==> src/design/itoa_pkg.sv <==
// shared types, constants and helpers of the integer to ascii formatter
package itoa_pkg;

    localparam int MAG_W         = 64;
    localparam int DEC_DIGITS    = 20;
    localparam int NDIG_W        = 5;
    localparam int BITS_PER_STEP = 4;
    localparam int STEPS         = MAG_W / BITS_PER_STEP;
    localparam int STEP_W        = $clog2(STEPS);

    localparam logic [1:0] CMD_SDEC = 2'd0;
    localparam logic [1:0] CMD_UDEC = 2'd1;
    localparam logic [1:0] CMD_HEX  = 2'd2;

    localparam logic [7:0] CH_ZERO  = 8'h30;
    localparam logic [7:0] CH_A     = 8'h61;
    localparam logic [7:0] CH_MINUS = 8'h2d;
    localparam logic [7:0] CH_X     = 8'h78;

    localparam logic [NDIG_W-1:0] HEX_LONG_DIGITS  = 5'd16;
    localparam logic [NDIG_W-1:0] HEX_SHORT_DIGITS = 5'd8;

    typedef logic [DEC_DIGITS-1:0][3:0] digits_t;

    // classified item between front and converter
    typedef struct packed {
        logic             hex;
        logic             wide;
        logic             neg;
        logic [MAG_W-1:0] mag;
    } job_t;

    // converted item between converter and character emitter
    typedef struct packed {
        logic              hex;
        logic              neg;
        logic [NDIG_W-1:0] ndig;
        digits_t           digits;
    } conv_t;

    function automatic logic [7:0] glyph(input logic [3:0] d);
        logic [7:0] g;
        if (d < 4'd10) begin
            g = CH_ZERO + {4'b0, d};
        end else begin
            g = CH_A + {4'b0, d} - 8'd10;
        end
        return g;
    endfunction

endpackage

==> src/design/itoa_front.sv <==
// front end: accepts words, drops unused commands, forms sign and magnitude
module itoa_front (
    input  logic                 s_tvalid,
    output logic                 s_tready,
    input  logic [63:0]          s_tdata,   // value
    input  logic [2:0]           s_tuser,   // command[1:0], long_arg[2]
    output logic                 push_valid,
    output itoa_pkg::job_t       push_job,
    input  logic                 push_ready
);
    import itoa_pkg::*;

    logic [1:0]       cmd;
    logic             wide;
    logic [MAG_W-1:0] sext;
    logic             keep;

    assign cmd      = s_tuser[1:0];
    assign wide     = s_tuser[2];
    assign s_tready = push_ready;

    // short arguments are sign extended for both decimal modes
    assign sext = wide ? s_tdata : {{32{s_tdata[31]}}, s_tdata[31:0]};

    always_comb begin
        keep          = 1'b1;
        push_job.hex  = 1'b0;
        push_job.wide = wide;
        push_job.neg  = 1'b0;
        push_job.mag  = sext;
        unique case (cmd)
            CMD_SDEC: begin
                push_job.neg = sext[MAG_W-1];
                push_job.mag = sext[MAG_W-1] ? (~sext + 64'd1) : sext;
            end
            CMD_UDEC: begin
                push_job.mag = sext;
            end
            CMD_HEX: begin
                push_job.hex = 1'b1;
                push_job.mag = wide ? s_tdata : {32'b0, s_tdata[31:0]};
            end
            default: begin
                keep = 1'b0;
            end
        endcase
    end

    assign push_valid = s_tvalid && push_ready && keep;

endmodule

==> src/design/itoa_fifo.sv <==
// short queue between front end and converter
module itoa_fifo #(
    parameter int DEPTH = 2
) (
    input  logic           aclk,
    input  logic           aresetn,
    input  logic           push_valid,
    input  itoa_pkg::job_t push_job,
    output logic           push_ready,
    output logic           pop_valid,
    output itoa_pkg::job_t pop_job,
    input  logic           pop_ready
);
    import itoa_pkg::*;

    localparam int AW = (DEPTH > 1) ? $clog2(DEPTH) : 1;
    localparam int CW = $clog2(DEPTH + 1);

    job_t          mem [DEPTH];
    logic [AW-1:0] wr_ptr_reg;
    logic [AW-1:0] rd_ptr_reg;
    logic [CW-1:0] count_reg;
    logic          push;
    logic          pop;

    assign push_ready = count_reg != CW'(DEPTH);
    assign pop_valid  = count_reg != '0;
    assign pop_job    = mem[rd_ptr_reg];
    assign push       = push_valid && push_ready;
    assign pop        = pop_valid && pop_ready;

    always_ff @(posedge aclk) begin
        if (push) begin
            mem[wr_ptr_reg] <= push_job;
        end
    end

    always_ff @(posedge aclk) begin
        if (!aresetn) begin
            wr_ptr_reg <= '0;
            rd_ptr_reg <= '0;
            count_reg  <= '0;
        end else begin
            if (push) begin
                wr_ptr_reg <= (wr_ptr_reg == AW'(DEPTH - 1)) ? '0 : wr_ptr_reg + 1'b1;
            end
            if (pop) begin
                rd_ptr_reg <= (rd_ptr_reg == AW'(DEPTH - 1)) ? '0 : rd_ptr_reg + 1'b1;
            end
            if (push && !pop) begin
                count_reg <= count_reg + 1'b1;
            end else if (pop && !push) begin
                count_reg <= count_reg - 1'b1;
            end
        end
    end

    // the front end only offers a word when the queue has room
    a_no_overflow: assert property (@(posedge aclk) disable iff (!aresetn)
        push_valid |-> push_ready)
        else $error("queue written while full");

endmodule

==> src/design/itoa_conv.sv <==
// converter: binary to bcd by shift and add-3, four bits per cycle; hex words bypass it
module itoa_conv (
    input  logic            aclk,
    input  logic            aresetn,
    input  logic            in_valid,
    input  itoa_pkg::job_t  in_job,
    output logic            in_ready,
    output logic            out_valid,
    output itoa_pkg::conv_t out_res,
    input  logic            out_ready
);
    import itoa_pkg::*;

    typedef enum logic [1:0] {ST_IDLE, ST_RUN, ST_COUNT, ST_HOLD} state_t;

    state_t            state_reg;
    logic [MAG_W-1:0]  bin_reg;
    digits_t           bcd_reg;
    logic [STEP_W-1:0] step_reg;
    logic              hex_reg;
    logic              neg_reg;
    logic [NDIG_W-1:0] ndig_reg;

    digits_t           bcd_next;
    logic [MAG_W-1:0]  bin_next;
    logic [NDIG_W-1:0] ndig_next;
    logic              dec_ok;

    assign in_ready       = state_reg == ST_IDLE;
    assign out_valid      = state_reg == ST_HOLD;
    assign out_res.hex    = hex_reg;
    assign out_res.neg    = neg_reg;
    assign out_res.ndig   = ndig_reg;
    assign out_res.digits = bcd_reg;

    always_comb begin
        bcd_next = bcd_reg;
        bin_next = bin_reg;
        for (int s = 0; s < BITS_PER_STEP; s++) begin
            for (int d = 0; d < DEC_DIGITS; d++) begin
                if (bcd_next[d] >= 4'd5) begin
                    bcd_next[d] = bcd_next[d] + 4'd3;
                end
            end
            {bcd_next, bin_next} = {bcd_next, bin_next} << 1;
        end
    end

    // highest nonzero digit sets the length, zero still prints one digit
    always_comb begin
        ndig_next = NDIG_W'(1);
        dec_ok    = 1'b1;
        for (int d = 0; d < DEC_DIGITS; d++) begin
            if (bcd_reg[d] != 4'd0) begin
                ndig_next = NDIG_W'(d + 1);
            end
            if (bcd_reg[d] > 4'd9) begin
                dec_ok = 1'b0;
            end
        end
    end

    always_ff @(posedge aclk) begin
        if (!aresetn) begin
            state_reg <= ST_IDLE;
        end else begin
            unique case (state_reg)
                ST_IDLE: begin
                    if (in_valid) begin
                        hex_reg <= in_job.hex;
                        neg_reg <= in_job.neg;
                        if (in_job.hex) begin
                            bcd_reg   <= digits_t'({{(DEC_DIGITS * 4 - MAG_W){1'b0}},
                                                    in_job.mag});
                            ndig_reg  <= in_job.wide ? HEX_LONG_DIGITS : HEX_SHORT_DIGITS;
                            state_reg <= ST_HOLD;
                        end else begin
                            bin_reg   <= in_job.mag;
                            bcd_reg   <= '0;
                            step_reg  <= '0;
                            state_reg <= ST_RUN;
                        end
                    end
                end
                ST_RUN: begin
                    bcd_reg  <= bcd_next;
                    bin_reg  <= bin_next;
                    step_reg <= step_reg + 1'b1;
                    if (step_reg == STEP_W'(STEPS - 1)) begin
                        state_reg <= ST_COUNT;
                    end
                end
                ST_COUNT: begin
                    ndig_reg  <= ndig_next;
                    state_reg <= ST_HOLD;
                end
                ST_HOLD: begin
                    if (out_ready) begin
                        state_reg <= ST_IDLE;
                    end
                end
                default: begin
                    state_reg <= ST_IDLE;
                end
            endcase
        end
    end

    a_bcd_digits: assert property (@(posedge aclk) disable iff (!aresetn)
        (state_reg == ST_HOLD && !hex_reg) |-> dec_ok)
        else $error("decimal result holds a digit above nine");

    a_ndig_range: assert property (@(posedge aclk) disable iff (!aresetn)
        state_reg == ST_HOLD |-> (ndig_reg != '0 && ndig_reg <= NDIG_W'(DEC_DIGITS)))
        else $error("digit count out of range");

endmodule

==> src/design/itoa_emit.sv <==
// back end: prefix and digit serializer with output register
module itoa_emit (
    input  logic            aclk,
    input  logic            aresetn,
    input  logic            in_valid,
    input  itoa_pkg::conv_t in_res,
    output logic            in_ready,
    output logic            m_tvalid,
    input  logic            m_tready,
    output logic [7:0]      m_tdata,   // char_out
    output logic            m_tlast
);
    import itoa_pkg::*;

    logic              busy_reg;
    logic [1:0]        pre_reg;    // prefix characters still to send
    logic [NDIG_W-1:0] idx_reg;
    logic              hex_reg;
    digits_t           digits_reg;
    logic              m_tvalid_reg;
    logic [7:0]        m_tdata_reg;
    logic              m_tlast_reg;

    logic              advance;
    logic              is_last;
    logic              finish;
    logic              load;
    logic [7:0]        ch;

    assign advance  = busy_reg && (!m_tvalid_reg || m_tready);
    assign is_last  = pre_reg == 2'd0 && idx_reg == '0;
    assign finish   = advance && is_last;
    assign in_ready = !busy_reg || finish;
    assign load     = in_valid && in_ready;

    always_comb begin
        if (pre_reg == 2'd2) begin
            ch = CH_ZERO;
        end else if (pre_reg == 2'd1) begin
            ch = hex_reg ? CH_X : CH_MINUS;
        end else begin
            ch = glyph(digits_reg[idx_reg]);
        end
    end

    always_ff @(posedge aclk) begin
        if (!aresetn) begin
            busy_reg     <= 1'b0;
            m_tvalid_reg <= 1'b0;
        end else begin
            if (advance) begin
                m_tvalid_reg <= 1'b1;
                m_tdata_reg  <= ch;
                m_tlast_reg  <= is_last;
            end else if (m_tready) begin
                m_tvalid_reg <= 1'b0;
            end
            // next conversion loads in the cycle its predecessor sends its last word
            if (load) begin
                busy_reg   <= 1'b1;
                hex_reg    <= in_res.hex;
                pre_reg    <= in_res.hex ? 2'd2 : (in_res.neg ? 2'd1 : 2'd0);
                idx_reg    <= in_res.ndig - 1'b1;
                digits_reg <= in_res.digits;
            end else if (advance) begin
                if (pre_reg != 2'd0) begin
                    pre_reg <= pre_reg - 1'b1;
                end else begin
                    idx_reg <= idx_reg - 1'b1;
                end
                if (is_last) begin
                    busy_reg <= 1'b0;
                end
            end
        end
    end

    assign m_tvalid = m_tvalid_reg;
    assign m_tdata  = m_tdata_reg;
    assign m_tlast  = m_tlast_reg;

    a_load_free: assert property (@(posedge aclk) disable iff (!aresetn)
        load |=> (busy_reg && (pre_reg != 2'd0 || !$past(in_res.hex))))
        else $error("new conversion loaded without its prefix");

endmodule

==> src/design/integer_to_ascii_formatter_core.sv <==
// Integer to ASCII formatter: each input word (value in s_tdata, command and
// long_arg in s_tuser) becomes a run of ASCII words on the m_ side, one
// character per word, with m_tlast on the final one; command 3 produces nothing.
// Decimal conversion runs in a shift and add-3 unit that takes four bits per
// cycle, so a decimal item passes through load, 16 steps, length count and
// handoff there and a hex item only through load and handoff; the character
// emitter sends one word per cycle while m_tready allows it and takes the next
// conversion in the cycle of its last word. The input queue of FIFO_DEPTH
// entries keeps taking words while earlier ones are converted or sent.
module integer_to_ascii_formatter_core #(
    parameter int FIFO_DEPTH = 2
) (
    input  logic        aclk,
    input  logic        aresetn,
    input  logic        s_tvalid,
    output logic        s_tready,
    input  logic [63:0] s_tdata,   // value
    input  logic [2:0]  s_tuser,   // command[1:0], long_arg[2]
    output logic        m_tvalid,
    input  logic        m_tready,
    output logic [7:0]  m_tdata,   // char_out
    output logic        m_tlast
);
    import itoa_pkg::*;

    logic  push_valid;
    job_t  push_job;
    logic  push_ready;
    logic  pop_valid;
    job_t  pop_job;
    logic  pop_ready;
    logic  conv_valid;
    conv_t conv_res;
    logic  conv_ready;

    itoa_front u_front (
        .s_tvalid   (s_tvalid),
        .s_tready   (s_tready),
        .s_tdata    (s_tdata),
        .s_tuser    (s_tuser),
        .push_valid (push_valid),
        .push_job   (push_job),
        .push_ready (push_ready)
    );

    itoa_fifo #(
        .DEPTH (FIFO_DEPTH)
    ) u_fifo (
        .aclk       (aclk),
        .aresetn    (aresetn),
        .push_valid (push_valid),
        .push_job   (push_job),
        .push_ready (push_ready),
        .pop_valid  (pop_valid),
        .pop_job    (pop_job),
        .pop_ready  (pop_ready)
    );

    itoa_conv u_conv (
        .aclk      (aclk),
        .aresetn   (aresetn),
        .in_valid  (pop_valid),
        .in_job    (pop_job),
        .in_ready  (pop_ready),
        .out_valid (conv_valid),
        .out_res   (conv_res),
        .out_ready (conv_ready)
    );

    itoa_emit u_emit (
        .aclk     (aclk),
        .aresetn  (aresetn),
        .in_valid (conv_valid),
        .in_res   (conv_res),
        .in_ready (conv_ready),
        .m_tvalid (m_tvalid),
        .m_tready (m_tready),
        .m_tdata  (m_tdata),
        .m_tlast  (m_tlast)
    );

endmodule
==> config.mk <==
export PLATFORM = sky130hd
export DESIGN_NAME = integer_to_ascii_formatter_core
export DESIGN_NICKNAME = d
export VERILOG_FILES = /design/src/design/itoa_pkg.sv /design/src/design/itoa_front.sv /design/src/design/itoa_fifo.sv /design/src/design/itoa_conv.sv /design/src/design/itoa_emit.sv /design/src/design/integer_to_ascii_formatter_core.sv
export SDC_FILE = /design/constraint.sdc
export NUM_CORES = 1
export LEC_CHECK = 0
export BUFFER_PORTS_ARGS = -buffer_cell sky130_fd_sc_hd__buf_2
export CORE_ASPECT_RATIO = 0.75
export CORE_MARGIN = 2
export CORE_UTILIZATION = 55
export CTS_CLUSTER_SIZE = 16
export DETAILED_ROUTE_END_ITERATION = 10
export GPL_TIMING_DRIVEN = 0
export PLACE_DENSITY = 0.72
export RECOVER_POWER = 100
export SLEW_MARGIN = 20
export SYNTH_ARGS = -nofsm -noshare
export SYNTH_HDL_FRONTEND = slang
export SYNTH_HIERARCHICAL = 1
export SYNTH_SLANG_ARGS = --single-unit
==> constraint.sdc <==
create_clock -name aclk -period 13.8 [get_ports aclk]
set_input_delay 2.07 -clock aclk [delete_from_list [all_inputs] [get_ports aclk]]
set_output_delay 2.07 -clock aclk [all_outputs]
set_load 0.01 [all_outputs]
==> metrics.csv <==
stage;metric;value;unit
setup_path;reg-to-reg setup timing slack;7.60;ns
die;I/O Pins;82;
setup_path;Max stage delay on crit path;1.06;ns
sta;Clock Skew;0.0322;ns
setup_path;CP required;13.95;ns
sta;final hold vios;0;
setup_path;CP Launch Type;primary input;
setup_path;Bufs and invs on worst path;4;
clock_network;CTS Hold Bufs;0;
run;maxcap violations;4;
min_path;WHS Path Cells;0;
synth;Yosys cell types;119;
clock_network;CTS Sinks;394;
sta;Slew Limit Headroom;-1.36;
sta;Worst Slack Setup Final;6.67;ns
grt;first-pass GRT wire length;125000;um
min_path;Hold EP;u_emit/digits_reg[18]$_DFFE_PP_;
clock_network;total CTS buffers;39;
clock_network;latest clock arrival within the worst-skew pair;0.57;ns
sta;final setup fails;0;
die;FP Rows;71;
route;vias per inst;6.58;
clock_network;# Post-CTS Setup Buffers;0;
synth;mux contribution to synthesized area;0.106;
synth;area share of fa/ha/maj cells after synthesis;0.0454;
layout;number of flip-flops in the largest register;134;
die;Initial Utilization;0.558;
die;total core area;50300;um^2
synth;top post-synthesis cells by area;edfxtp_1, mux2_2, ha_1;
route;Routed WL;82800;um
sta;final worst-path cycle share;0.517;
clock_network;post-cts resize count;0;
layout;Storage cell area;11700;um^2
layout;n_diodes;0;
grt;antenna violations before repair;2;
placement;HPWL after detailed placement;63100;um
route;wire per inst;22.8;um
layout;footprint of the multi-input gates;15100;um^2
synth;Post-synth EDFFs;385;
clock_network;clk root buf;clkbuf_16;
synth;largest family of logic cells by synthesized area;compound AO/OA/AOI/OAI gates;
setup_path;Critical Path Source;aresetn;
sta;TNS Setup;0;ns
sta;Max Freq;140;MHz
placement;RD Place Congestion;0.963;
setup_path;crit end category;register;
sta;post-layout min period;7.13;ns
setup_path;most used cell, CP;clkbuf_1;
grt;total gr overflow;0;
clock_network;Max clock buf depth;3;
status;failing checks;max-capacitance violations, max-slew violations;
status;outcome;complete, but fails checks;
layout;most common cell after layout, fill and taps aside;edfxtp_1;
route;Detailed Routing Iterations Pass 1;6;
die;Die X;265;um
synth;synthesized cell area;28100;um^2
synth;ys async rst share;0;
sta;max-slew violations;176;
die;chip height;200;um
layout;fraction of layout cells with a size suffix above 1;0.128;
clock_network;CTS tree;built;
setup_path;slowest cell on the critical path;clkbuf_1;
setup_path;Critical Path AT;7.28;ns
synth;Mapped Cells;2821;
layout;Syn-to-layout area delta;8.34;%
sta;RSZ-0062 raised after global routing;false;
placement;dpl ws;8.76;ns
setup_path;maximum fanout along the worst path;23;
setup_path;CP top delay family;buffers and inverters;
grt;All-Layer GR Usage;0.306;
min_path;Hold WC Path Type;reg2reg;
layout;fin nets;3122;
setup_path;critical-path cell list;clkbuf_1 > nor2b_1 > clkbuf_1 > a21boi_0 > clkbuf_1 > clkbuf_1;
layout;fill cell count;4133;
min_path;HP Start;u_conv/out_res[18]$_DFFE_PP_;
route;via count;23940;
synth;syn_nets;2993;
synth;#FFs+latches synth;394;
route;Initial DRC Count;2857;
synth;Synth Flop Type;edfxtp_1;
synth;Synth top area share;0.412;
clock_network;H-tree depth;2;
sta;Least-Margin Pin Slew;3.54;ns
synth;yosys warns;6;
route;post-route ant nets;0;
synth;compound-gate portion of the synthesized area;0.206;
synth;sequential-to-total area share from yosys stat;0.418;
synth;Yosys top cell by area;edfxtp_1;
synth;Avg Inst Size Synth;9.95;um^2
grt;number of global-route vias before repair;22046;
placement;input/output buffers;77;
die;Total Die Area;52900;um^2
synth;Post-Synth Simple-Gate Area;0.162;
synth;Post-Synth XOR/XNOR Area;0.0218;
setup_path;Setup CP Type;in2reg;
setup_path;Worst R2R Start;u_conv/state_reg[0]$_SDFFE_PN0P_;
setup_path;FF-to-FF End;u_conv/bin_reg[41]$_DFFE_PP_;
layout;most frequent cells in the layout;edfxtp_1, nand2_1, o21ai_0, nor2_1, a21oi_1;
clock_network;Worst-path clk slew;0.06;ns
grt;largest net degree at the start of global routing;66;
setup_path;cells on worst reg2reg path;9;
route;# DRC;0;
-- worst reg2reg max path: stages (launching register included) --
cell,delay (ns)
dfxtp_1,0.35
inv_1,0.10
ha_1,0.29
clkbuf_1,0.34
mux2i_1,0.13
nor2b_1,0.74
clkbuf_1,0.86
a21boi_0,0.96
clkbuf_1,0.92
clkbuf_1,1.06
-- metal layers --
metal,vias to the layer above,GRT usage,routed length [um]
li1,11023,-,-
met1,11675,0.442,36800
met2,1103,0.470,35900
met3,139,0.0617,8050
met4,0,0.0829,2040
met5,-,0,0
-- worst max-delay path by stage --
| stage | to | slack (ns) | cells after the start |
|---|---|---|---|
| after floorplan | u_conv/bin_reg[0]$_SDFFCE_PP0P_ | 2.45 | 2 |
| after global placement | u_conv/bin_reg[43]$_DFFE_PP_ | -2.40 | 3 |
| after detailed placement | u_fifo/mem[0][53]$_DFFE_PP_ | 8.76 | 8 |
| after CTS | u_conv/out_res[78]$_SDFFCE_PN0P_ | 9.27 | 20 |
| after global routing | u_conv/bin_reg[42]$_DFFE_PP_ | 6.45 | 6 |
| final | u_conv/bin_reg[41]$_DFFE_PP_ | 6.67 | 6 |
-- cells in the mapped netlist, types with 14 or more instances --
cell type  number
inv_1         149
ha_1          101
and3_1         32
nor3b_1        17
mux4_2         15
o21a_1         24
o21ai_0       195
clkbuf_1       67
buf_2          19
mux2_2        141
a211oi_1       54
or2_2          44
nor2b_1        59
nor3_1         59
xor2_1         20
o211ai_1       50
nand3_1        70
o22ai_1        14
o31ai_1        27
xnor2_1        48
nand2b_1       51
nand2_1       241
a21oi_1       159
nor2_1        170
a21boi_0       17
a21o_1         32
a31oi_1        36
a211o_1        35
nand4_1        16
or3_1          25
a32o_1         15
and2_1         18
edfxtp_1      385
mux2i_1        92
-- metrics by stage --
| stage | util | instances | hold slack, ns | instance area (um^2) |
|---|---|---|---|---|
| finish | 0.605 | 3636 | 0.446 | 30400 |
| global route | 0.605 | 3636 | 0.451 | 30400 |
| CTS | 0.612 | 3636 | 0.445 | 30800 |
| detailed placement | 0.588 | 3566 | 0.429 | 29600 |
| global placement | 0.582 | 3555 | 0.429 | 29300 |
| floorplan | - | 2821 | 0.421 | 28100 |
-- final cells by class --
type | count | area share
multi-input cells | 2162 | 0.497
flip-flops and latches | 394 | 0.386
clock buffers | 46 | 0.0330
well taps | 657 | 0.0270
inverters | 150 | 0.0186
plain buffers | 115 | 0.0167
repair buffers | 88 | 0.0136
clock inverters | 24 | 0.00786
-- cells by family (layout without fill, tap and decap cells) --
kind of cell | after synthesis | after routing
AOI/OAI and AO/OA | 845 | 845
xor gates and xnor gates | 69 | 69
adders and majority gates | 102 | 102
buffers and inverters | 265 | 423
DFF | 394 | 394
muxes | 257 | 257
other | 2 | 2
and+or+nand+nor | 887 | 887
Power is not shown: default switching activity piles up to over one toggle a cycle in this logic, so the estimate is an artifact.
